==> src/hw/rtl/pre_pkg.sv <==
`default_nettype none
package pre_pkg;

  localparam int PageW      = 8;
  localparam int MaxRes     = 64;
  localparam int OrderAw    = 6;
  localparam int CountW     = 7;
  localparam int SwapW      = 8;
  localparam int SeedW      = 16;
  localparam int OutW       = 64;

  localparam logic [1:0] ST_ABSENT   = 2'd0;
  localparam logic [1:0] ST_SWAPPED  = 2'd1;
  localparam logic [1:0] ST_RESIDENT = 2'd2;

  localparam logic [1:0] POL_FIFO   = 2'd0;
  localparam logic [1:0] POL_LRU    = 2'd1;
  localparam logic [1:0] POL_RANDOM = 2'd2;

  localparam logic [1:0] REG_POLICY = 2'd0;
  localparam logic [1:0] REG_FRAMES = 2'd1;
  localparam logic [1:0] REG_SWAP   = 2'd2;
  localparam logic [1:0] REG_SEED   = 2'd3;

  localparam logic [15:0] LFSR_MASK = 16'hB400;

  typedef struct packed {
    logic [1:0]        policy_mode;
    logic [CountW-1:0] memory_frames;
    logic [SwapW-1:0]  swap_slots;
    logic [SeedW-1:0]  random_seed;
  } cfg_t;

  typedef struct packed {
    logic             rd_en;
    logic [PageW-1:0] rd_addr;
    logic             wr_en;
    logic [PageW-1:0] wr_addr;
    logic [1:0]       wr_data;
    logic             clear;
  } stat_req_t;

endpackage
`default_nettype wire

==> src/hw/rtl/page_replacement_engine_unit.sv <==
`default_nettype none
// Page replacement engine: demand paging with FIFO, LRU or random victims.
// Input stream: s_tdata carries the referenced page, s_tuser a start-of-run
// flag that clears all tables and counters before that reference.
// Output stream: one result per reference, packed in m_tdata.
// Configuration: APB registers at 0x0 policy, 0x4 frames, 0x8 swap slots,
// 0xC random seed; write only while no reference is in flight.
// Steps: a hit or a free-frame fill passes the decide and finish states to
// the output register. An LRU hit scans the resident list (read then compare
// each entry) then closes the gap (read then write each entry); a replacement
// reads the victim and shifts the list likewise. Random choice adds a
// bit-serial remainder step. The walks over the resident list set the rate.
// One reference is processed at a time; the next is taken once the result
// is in the output register, even while that result waits for m_tready.
// Reset clears the status table at once through per-page valid bits.
module page_replacement_engine_unit (
  input  wire logic        clk,
  input  wire logic        rst,
  input  wire logic        psel,
  input  wire logic        penable,
  input  wire logic        pwrite,
  input  wire logic [3:0]  paddr,
  input  wire logic [31:0] pwdata,
  output logic [31:0]      prdata,
  output logic             pready,
  input  wire logic        s_tvalid,
  output logic             s_tready,
  input  wire logic [7:0]  s_tdata,  // [7:0] page_number
  input  wire logic        s_tuser,  // [0] start_run
  output logic             m_tvalid,
  input  wire logic        m_tready,
  // [0] page_fault, [1] evicted_valid, [9:2] evicted_page, [10] full_error,
  // [42:11] fault_total, [49:43] resident_total, [57:50] swap_total, zeros above
  output logic [63:0]      m_tdata
);

  pre_pkg::cfg_t cfg;
  logic [1:0]    reg_sel;

  assign pready  = 1'b1;
  assign reg_sel = paddr[3:2];

  // configuration writes
  always_ff @(posedge clk) begin
    if (rst) begin
      cfg.policy_mode   <= pre_pkg::POL_FIFO;
      cfg.memory_frames <= 7'd64;
      cfg.swap_slots    <= '0;
      cfg.random_seed   <= 16'd1;
    end else if (psel && penable && pwrite) begin
      case (reg_sel)
        pre_pkg::REG_POLICY: cfg.policy_mode   <= pwdata[1:0];
        pre_pkg::REG_FRAMES: cfg.memory_frames <= pwdata[6:0];
        pre_pkg::REG_SWAP:   cfg.swap_slots    <= pwdata[7:0];
        pre_pkg::REG_SEED:   cfg.random_seed   <= pwdata[15:0];
        default: ;
      endcase
    end
  end

  // register read-back
  always_comb begin
    case (reg_sel)
      pre_pkg::REG_POLICY: prdata = {30'd0, cfg.policy_mode};
      pre_pkg::REG_FRAMES: prdata = {25'd0, cfg.memory_frames};
      pre_pkg::REG_SWAP:   prdata = {24'd0, cfg.swap_slots};
      pre_pkg::REG_SEED:   prdata = {16'd0, cfg.random_seed};
      default:             prdata = '0;
    endcase
  end

  pre_ctrl u_ctrl (
    .clk(clk), .rst(rst), .cfg(cfg),
    .s_tvalid(s_tvalid), .s_tready(s_tready), .s_tdata(s_tdata), .s_tuser(s_tuser),
    .m_tvalid(m_tvalid), .m_tready(m_tready), .m_tdata(m_tdata)
  );

endmodule
`default_nettype wire

==> src/hw/rtl/pre_status_mem.sv <==
`default_nettype none
module pre_status_mem (
  input  wire logic              clk,
  input  wire logic              rst,
  input  wire pre_pkg::stat_req_t req,
  output logic [1:0]             rd_data
);

  logic [1:0] mem [256];
  logic [255:0] valid;
  logic [1:0] rd_raw;
  logic       rd_valid;

  // status store, one row per page
  always_ff @(posedge clk) begin
    if (req.wr_en) begin
      mem[req.wr_addr] <= req.wr_data;
    end
    if (req.rd_en) begin
      rd_raw <= mem[req.rd_addr];
    end
  end

  // valid bits: an unwritten page reads as absent
  always_ff @(posedge clk) begin
    if (rst || req.clear) begin
      valid <= '0;
    end else if (req.wr_en) begin
      valid[req.wr_addr] <= 1'b1;
    end
    if (rst) begin
      rd_valid <= 1'b0;
    end else if (req.rd_en) begin
      rd_valid <= valid[req.rd_addr] && !req.clear;
    end
  end

  assign rd_data = rd_valid ? rd_raw : pre_pkg::ST_ABSENT;

endmodule
`default_nettype wire

==> src/hw/rtl/pre_order_mem.sv <==
`default_nettype none
module pre_order_mem (
  input  wire logic                          clk,
  input  wire logic                          rd_en,
  input  wire logic [pre_pkg::OrderAw-1:0]   rd_addr,
  output logic [pre_pkg::PageW-1:0]          rd_data,
  input  wire logic                          wr_en,
  input  wire logic [pre_pkg::OrderAw-1:0]   wr_addr,
  input  wire logic [pre_pkg::PageW-1:0]     wr_data
);

  logic [pre_pkg::PageW-1:0] mem [pre_pkg::MaxRes];

  // resident list, oldest first
  always_ff @(posedge clk) begin
    if (wr_en) begin
      mem[wr_addr] <= wr_data;
    end
    if (rd_en) begin
      rd_data <= mem[rd_addr];
    end
  end

endmodule
`default_nettype wire

==> src/hw/rtl/pre_ctrl.sv <==
`default_nettype none
module pre_ctrl (
  input  wire logic                       clk,
  input  wire logic                       rst,
  input  wire pre_pkg::cfg_t              cfg,
  input  wire logic                       s_tvalid,
  output logic                            s_tready,
  input  wire logic [7:0]                 s_tdata,
  input  wire logic                       s_tuser,
  output logic                            m_tvalid,
  input  wire logic                       m_tready,
  output logic [pre_pkg::OutW-1:0]        m_tdata
);

  typedef enum logic [3:0] {
    S_IDLE, S_DECIDE, S_SRCH_RD, S_SRCH_CMP, S_MOD, S_VREAD, S_VCAP,
    S_SH_RD, S_SH_WR, S_FINISH
  } state_t;

  state_t     state;
  logic [7:0] page;
  logic [6:0] count;
  logic [7:0] swap_cnt;
  logic [31:0] faults;
  logic       halted;
  logic [15:0] lfsr;
  logic [15:0] dividend;
  logic [6:0] rem;
  logic [3:0] bit_cnt;
  logic [5:0] idx;
  logic       fault;
  logic       ev_valid;
  logic [7:0] ev_page;

  pre_pkg::stat_req_t sreq;
  logic [1:0] st;
  logic       o_rd_en, o_wr_en;
  logic [5:0] o_rd_addr, o_wr_addr;
  logic [7:0] o_wr_data, o_rd_data;

  logic [6:0] limit;
  logic       mem_full, swap_full;
  logic [6:0] idx_inc;
  logic [6:0] last_pos;
  logic [7:0] rem_sh;
  logic [15:0] lfsr_next;
  logic [15:0] seed_eff;
  logic       out_free;

  pre_status_mem u_stat (.clk(clk), .rst(rst), .req(sreq), .rd_data(st));

  pre_order_mem u_order (
    .clk(clk), .rd_en(o_rd_en), .rd_addr(o_rd_addr), .rd_data(o_rd_data),
    .wr_en(o_wr_en), .wr_addr(o_wr_addr), .wr_data(o_wr_data)
  );

  // derived limits and helpers
  always_comb begin
    if (cfg.memory_frames == 7'd0) begin
      limit = 7'd1;
    end else if (cfg.memory_frames > 7'(pre_pkg::MaxRes)) begin
      limit = 7'(pre_pkg::MaxRes);
    end else begin
      limit = cfg.memory_frames;
    end
    mem_full  = count >= limit;
    swap_full = swap_cnt >= cfg.swap_slots;
    idx_inc   = {1'b0, idx} + 7'd1;
    last_pos  = count - 7'd1;
    rem_sh    = {rem, dividend[15]};
    lfsr_next = {1'b0, lfsr[15:1]} ^ (lfsr[0] ? pre_pkg::LFSR_MASK : 16'd0);
    seed_eff  = (cfg.random_seed == 16'd0) ? 16'd1 : cfg.random_seed;
    out_free  = !m_tvalid || m_tready;
  end

  assign s_tready = (state == S_IDLE);

  // memory requests
  always_comb begin
    sreq          = '0;
    sreq.rd_addr  = s_tdata;
    sreq.wr_addr  = page;
    sreq.wr_data  = pre_pkg::ST_RESIDENT;
    o_rd_en       = 1'b0;
    o_rd_addr     = idx;
    o_wr_en       = 1'b0;
    o_wr_addr     = idx;
    o_wr_data     = o_rd_data;
    case (state)
      S_IDLE: begin
        sreq.rd_en = s_tvalid;
        sreq.clear = s_tvalid && s_tuser;
      end
      S_DECIDE: begin
        if (!halted && page != 8'd0 && st != pre_pkg::ST_RESIDENT
            && !(st == pre_pkg::ST_ABSENT && mem_full && swap_full) && !mem_full) begin
          sreq.wr_en = 1'b1;
          o_wr_en    = 1'b1;
          o_wr_addr  = count[5:0];
          o_wr_data  = page;
        end
      end
      S_SRCH_RD: begin
        o_rd_en = 1'b1;
      end
      // victim slot: list head, or the remainder under random choice
      S_VREAD: begin
        o_rd_en = 1'b1;
        if (cfg.policy_mode == pre_pkg::POL_RANDOM) begin
          o_rd_addr = rem[5:0];
        end
      end
      S_VCAP: begin
        sreq.wr_en   = 1'b1;
        sreq.wr_addr = o_rd_data;
        sreq.wr_data = pre_pkg::ST_SWAPPED;
      end
      S_SH_RD: begin
        if (idx_inc < count) begin
          o_rd_en   = 1'b1;
          o_rd_addr = idx_inc[5:0];
        end else begin
          o_wr_en    = 1'b1;
          o_wr_addr  = last_pos[5:0];
          o_wr_data  = page;
          sreq.wr_en = 1'b1;
        end
      end
      S_SH_WR: begin
        o_wr_en = 1'b1;
      end
      default: ;
    endcase
  end

  // sequencer, run state and result register
  always_ff @(posedge clk) begin
    if (rst) begin
      state    <= S_IDLE;
      count    <= '0;
      swap_cnt <= '0;
      faults   <= '0;
      halted   <= 1'b0;
      lfsr     <= 16'd1;
      m_tvalid <= 1'b0;
    end else begin
      // the finish state loads the next result itself
      if (m_tvalid && m_tready && state != S_FINISH) begin
        m_tvalid <= 1'b0;
      end
      case (state)
        S_IDLE: begin
          if (s_tvalid) begin
            page     <= s_tdata;
            fault    <= 1'b0;
            ev_valid <= 1'b0;
            ev_page  <= '0;
            if (s_tuser) begin
              count    <= '0;
              swap_cnt <= '0;
              faults   <= '0;
              halted   <= 1'b0;
              lfsr     <= seed_eff;
            end
            state <= S_DECIDE;
          end
        end
        S_DECIDE: begin
          idx <= '0;
          if (halted || page == 8'd0) begin
            state <= S_FINISH;
          end else if (st == pre_pkg::ST_RESIDENT) begin
            state <= (cfg.policy_mode == pre_pkg::POL_LRU) ? S_SRCH_RD : S_FINISH;
          end else if (st == pre_pkg::ST_ABSENT && mem_full && swap_full) begin
            halted <= 1'b1;
            state  <= S_FINISH;
          end else begin
            fault <= 1'b1;
            if (faults != 32'hFFFF_FFFF) begin
              faults <= faults + 32'd1;
            end
            if (mem_full) begin
              ev_valid <= 1'b1;
              if (st == pre_pkg::ST_ABSENT) begin
                swap_cnt <= swap_cnt + 8'd1;
              end
              if (cfg.policy_mode == pre_pkg::POL_RANDOM) begin
                lfsr     <= lfsr_next;
                dividend <= lfsr_next;
                rem      <= '0;
                bit_cnt  <= '0;
                state    <= S_MOD;
              end else begin
                state <= S_VREAD;
              end
            end else begin
              count <= count + 7'd1;
              state <= S_FINISH;
            end
          end
        end
        S_SRCH_RD: state <= S_SRCH_CMP;
        S_SRCH_CMP: begin
          if (o_rd_data == page) begin
            state <= S_SH_RD;
          end else if (idx_inc >= count) begin
            state <= S_FINISH;
          end else begin
            idx   <= idx_inc[5:0];
            state <= S_SRCH_RD;
          end
        end
        // restoring remainder, one bit a cycle
        S_MOD: begin
          if (rem_sh >= {1'b0, count}) begin
            rem <= 7'(rem_sh - {1'b0, count});
          end else begin
            rem <= rem_sh[6:0];
          end
          dividend <= {dividend[14:0], 1'b0};
          bit_cnt  <= bit_cnt + 4'd1;
          if (bit_cnt == 4'd15) begin
            state <= S_VREAD;
          end
        end
        S_VREAD: begin
          if (cfg.policy_mode == pre_pkg::POL_RANDOM) begin
            idx <= rem[5:0];
          end
          state <= S_VCAP;
        end
        S_VCAP: begin
          ev_page <= o_rd_data;
          state   <= S_SH_RD;
        end
        S_SH_RD: begin
          state <= (idx_inc < count) ? S_SH_WR : S_FINISH;
        end
        S_SH_WR: begin
          idx   <= idx_inc[5:0];
          state <= S_SH_RD;
        end
        S_FINISH: begin
          if (out_free) begin
            m_tvalid <= 1'b1;
            m_tdata  <= {6'd0, swap_cnt, count, faults, halted, ev_page, ev_valid, fault};
            state    <= S_IDLE;
          end
        end
        default: state <= S_IDLE;
      endcase
    end
  end

endmodule
`default_nettype wire

==> config.mk <==
export PLATFORM = sky130hd
export DESIGN_NAME = page_replacement_engine_unit
export DESIGN_NICKNAME = d
export VERILOG_FILES = /design/src/hw/rtl/pre_pkg.sv /design/src/hw/rtl/page_replacement_engine_unit.sv /design/src/hw/rtl/pre_status_mem.sv /design/src/hw/rtl/pre_order_mem.sv /design/src/hw/rtl/pre_ctrl.sv
export SDC_FILE = /design/constraint.sdc
export NUM_CORES = 2
export LEC_CHECK = 0
export ABC_AREA = 1
export BUFFER_PORTS_ARGS = -buffer_cell sky130_fd_sc_hd__clkbuf_2
export CORE_ASPECT_RATIO = 1.75
export CORE_MARGIN = 10
export CORE_UTILIZATION = 37
export DETAILED_ROUTE_END_ITERATION = 10
export GPL_ROUTABILITY_DRIVEN = 0
export PLACE_DENSITY = 0.54
export SLEW_MARGIN = 20
export SYNTH_ARGS = -nofsm -noshare
export SYNTH_HDL_FRONTEND = slang
export SYNTH_SLANG_ARGS = --single-unit
==> constraint.sdc <==
create_clock -name clk -period 27.7 [get_ports clk]
set_input_delay 5.54 -clock clk [delete_from_list [all_inputs] [get_ports clk]]
set_output_delay 5.54 -clock clk [all_outputs]
set_load 0.01 [all_outputs]
==> impl_metrics.env <==
export IMPL_status="completed"
export IMPL_yosysTopAreaCellShare=0.5136
export IMPL_final_period_utilization=0.4389
export IMPL_startpoint_type="input pin"
export IMPL_yosysTopAreaCell="edfxtp_1"
export IMPL_end_kind="primary output"
export IMPL_hold_violations=0
export IMPL_synth_warning_count=0
export IMPL_peakVddDrop_uv=67.63
export IMPL_cts_root_buffer="clkbuf_16"
export IMPL_drc=0
export IMPL_grt_start_max_net_pins=209
export IMPL_power_density_mw_per_mm2=83.96
export IMPL_clock_sinks=1502
export IMPL_final_nets=7095
export IMPL_ctsHoldBuffers=0
export IMPL_cts_tree="done"
export IMPL_num_vias=49560
export IMPL_die_w_um=341.3
export IMPL_post_cts_resized_instances=0
export IMPL_drt_iter0_markers=3745
export IMPL_hpwl_um=119400
export IMPL_required_ns=22.16
export IMPL_io_pin_count=151
export IMPL_min_path_type="register to register"
export IMPL_synth_yosys_seq_area_share=0.6211
export IMPL_num_rows=206
export IMPL_synthTopCellsByArea="edfxtp_1 (51%), dfxtp_1 (11%), nor2_1 (6.5%), nand2_1 (5.7%), nand3_1 (4.9%)"
export IMPL_drive_above_1_share=0.08942
export IMPL_fin_skew_ns=0.02237
export IMPL_drv_slew=0
export IMPL_avgSynthCellArea_um2=9.386
export IMPL_portBuffers=109
export IMPL_path_class="input pin to primary output"
export IMPL_postSynthCellCount=7120
export IMPL_fp_coreArea_mm2=0.1799
export IMPL_cts_htree_levels=4
export IMPL_worst_pin_slew_ns=1.141
export IMPL_initial_core_util=0.3715
export IMPL_cp_slowest_cell="o2111ai_1"
export IMPL_path_common_cell="clkbuf_2"
export IMPL_clkTransAtPathRegs_ns=0.06
export IMPL_die_h_um=582.2
export IMPL_timing_fmax_mhz=82.25
export IMPL_rsz0062_at_grt="no"
export IMPL_grt_usage=0.1928
export IMPL_synth_seq_cells=1502
export IMPL_grt_pass1_vias=48840
export IMPL_p_total_mw=6.214
export IMPL_dieArea_mm2=0.1987
export IMPL_post_synth_num_cell_types=52
export IMPL_crit_chain="clkbuf_2, nand2_1, o2111ai_1, clkbuf_2"
export IMPL_syn_cell_area_mm2=0.06683
export IMPL_ant_nets=0
export IMPL_postCtsSetupBuffers=0
export IMPL_area_growth_pct=10.75
export IMPL_cts_buffers=146
export IMPL_cp_arrival_ns=6.62
export IMPL_clk_path_buf_depth=3
export IMPL_via_per_inst=5.207
export IMPL_slew_headroom=0.2393
export IMPL_clk_latency_ns=0.79
export IMPL_power_leakage_nw=28.69
export IMPL_drv_cap=0
export IMPL_setup_tns_ns=0
export IMPL_grt_overflow=0
export IMPL_grt_pass1_wl_um=296000
export IMPL_antenna_found_initial=5
export IMPL_min_period_ns=12.16
export IMPL_drt_pass1_iterations=6
export IMPL_cp_max_fo=17
export IMPL_slowest_delay_ns=0.43
export IMPL_drt_wirelength_per_cell_um=20.65
export IMPL_final_setup_viol_count=0
export IMPL_drt_total_wl_um=196500
==> stage by stage <==
step,setup WS (ns),instances,utilization,hold slack [ns],area (um^2)
after floorplan,15.98,7141,-,0.4003,66910
after global placement,15.60,9251,0.3848,0.4376,69230
after detailed placement,15.57,9251,0.3848,0.4456,69230
after CTS,15.57,9516,0.4113,0.4541,74000
after global routing,15.43,9517,0.4114,0.4754,74010
final,15.54,9517,0.4114,0.4529,74010
==> sequential cells by signal, indices dropped and copies added, names as in the netlist, 6 cells and up <==
| register | cells |
|---|---|
| u_ctrl.idx | 6 |
| u_ctrl.m_tdata | 58 |
| u_ctrl.rem | 7 |
| u_ctrl.count | 7 |
| u_ctrl.faults | 32 |
| u_ctrl.page | 8 |
| cfg | 33 |
| u_ctrl.u_order.mem | 512 |
| u_ctrl.u_stat.valid | 256 |
| u_ctrl.u_stat.mem | 512 |
| u_ctrl.dividend | 16 |
| u_ctrl.ev_page | 8 |
| u_ctrl.swap_cnt | 8 |
| u_ctrl.lfsr | 16 |
| u_ctrl.u_order.rd_data | 8 |
==> synth_stat cells (all sizes together) <==
cell type,count
a211oi,6
a21boi,2
a21oi,135
a221oi,3
a22oi,3
a311oi,1
a31o,1
a31oi,6
a41oi,2
and2,2
and3,1
buf,175
clkbuf,276
clkinv,3
conb,2
dfxtp,359
edfxtp,1143
fa,1
ha,35
inv,951
nand2,1024
nand3,656
nand4,268
nor2,1201
nor3,38
nor3b,4
nor4,13
o2111ai,9
o211ai,12
o21ai,552
o21bai,4
o221ai,7
o22ai,185
o31ai,4
or2,1
xnor2,11
xor2,24
==> cell usage in the layout (no fill, tap or decap), types with 5 or more instances in the layout <==
| master | count |
|---|---|
| nor2_1 | 1159 |
| edfxtp_1 | 1143 |
| nand2_1 | 1020 |
| inv_1 | 768 |
| nand3_1 | 652 |
| o21ai_0 | 539 |
| dfxtp_1 | 359 |
| nand4_1 | 268 |
| o22ai_1 | 185 |
| inv_2 | 181 |
| clkbuf_16 | 153 |
| a21oi_1 | 133 |
| clkbuf_2 | 106 |
| buf_4 | 56 |
| clkbuf_1 | 39 |
| nor3_1 | 35 |
| ha_1 | 35 |
| nor2_4 | 25 |
| xor2_1 | 24 |
| conb_1 | 23 |
| clkinv_2 | 21 |
| nor2_2 | 17 |
| clkinv_1 | 16 |
| clkbuf_8 | 16 |
| nor4_1 | 13 |
| o211ai_1 | 12 |
| xnor2_1 | 11 |
| bufinv_16 | 11 |
| o21ai_1 | 9 |
| o2111ai_4 | 7 |
| a211oi_1 | 6 |
| o221ai_1 | 6 |
| a31oi_1 | 6 |
| inv_6 | 5 |
| clkinvlp_4 | 5 |
==> final timing paths <==
kind	start	end	slack, ns	cells after the start
hold reg to reg	u_ctrl.u_stat.valid[96]	u_ctrl.u_stat.valid[96]	0.45	2
setup / recovery	paddr[3]	prdata[0]	15.54	4
hold / removal	u_ctrl.u_stat.valid[96]	u_ctrl.u_stat.valid[96]	0.45	2
setup reg to reg	u_ctrl.idx[0]	u_ctrl.u_order.mem[14][7]	21.53	17
==> per-layer routing <==
metal  global-route usage  wire length [um]  up-vias
met5                    0                53        -
met4              0.09302              9713        8
met3              0.02572              9527      435
met2               0.3512            102100     1382
met1               0.2197             75110    24120
li1                     -                 -    23610
==> cells by family after synthesis <==
logic type / Yosys count / synth area share
AOI/OAI and AO/OA: 932 / 0.07646
xor gates and xnor gates: 35 / 0.004587
adders and majority gates: 36 / 0.006853
buffers and inverters: 1405 / 0.08354
DFF: 1502 / 0.6211
other: 2 / 0.0001124
and+or+nand+nor: 3208 / 0.2073
==> cell type report <==
cell class / instances / area, um^2
Inverter: 954 / 3601
Tap cell: 2392 / 2993
Antenna cell: 1 / 2.502
Clock inverter: 57 / 580.6
Clock buffer: 208 / 4195
Sequential cell: 1502 / 41510
Multi-Input combinational cell: 4234 / 20060
Timing Repair Buffer: 169 / 1069
Fill cell: 17810 / 105900
==> critical path: cells and delay by family <==
kind,cells,cell delay [ns]
simple gates,1,0.33
buf+inv,2,0.31
compound gates,1,0.43
==> report_power, final <==
group          switching (mW)  leakage (nW)  total, mW  internal [mW]
combinational            1.16          13.0       1.48          0.313
clock                   0.858          2.33       2.02           1.16
sequential             0.0458          13.3       2.72           2.68
total                    2.07          28.7       6.21           4.15
Note: power is estimated with default switching activity, not from simulation.
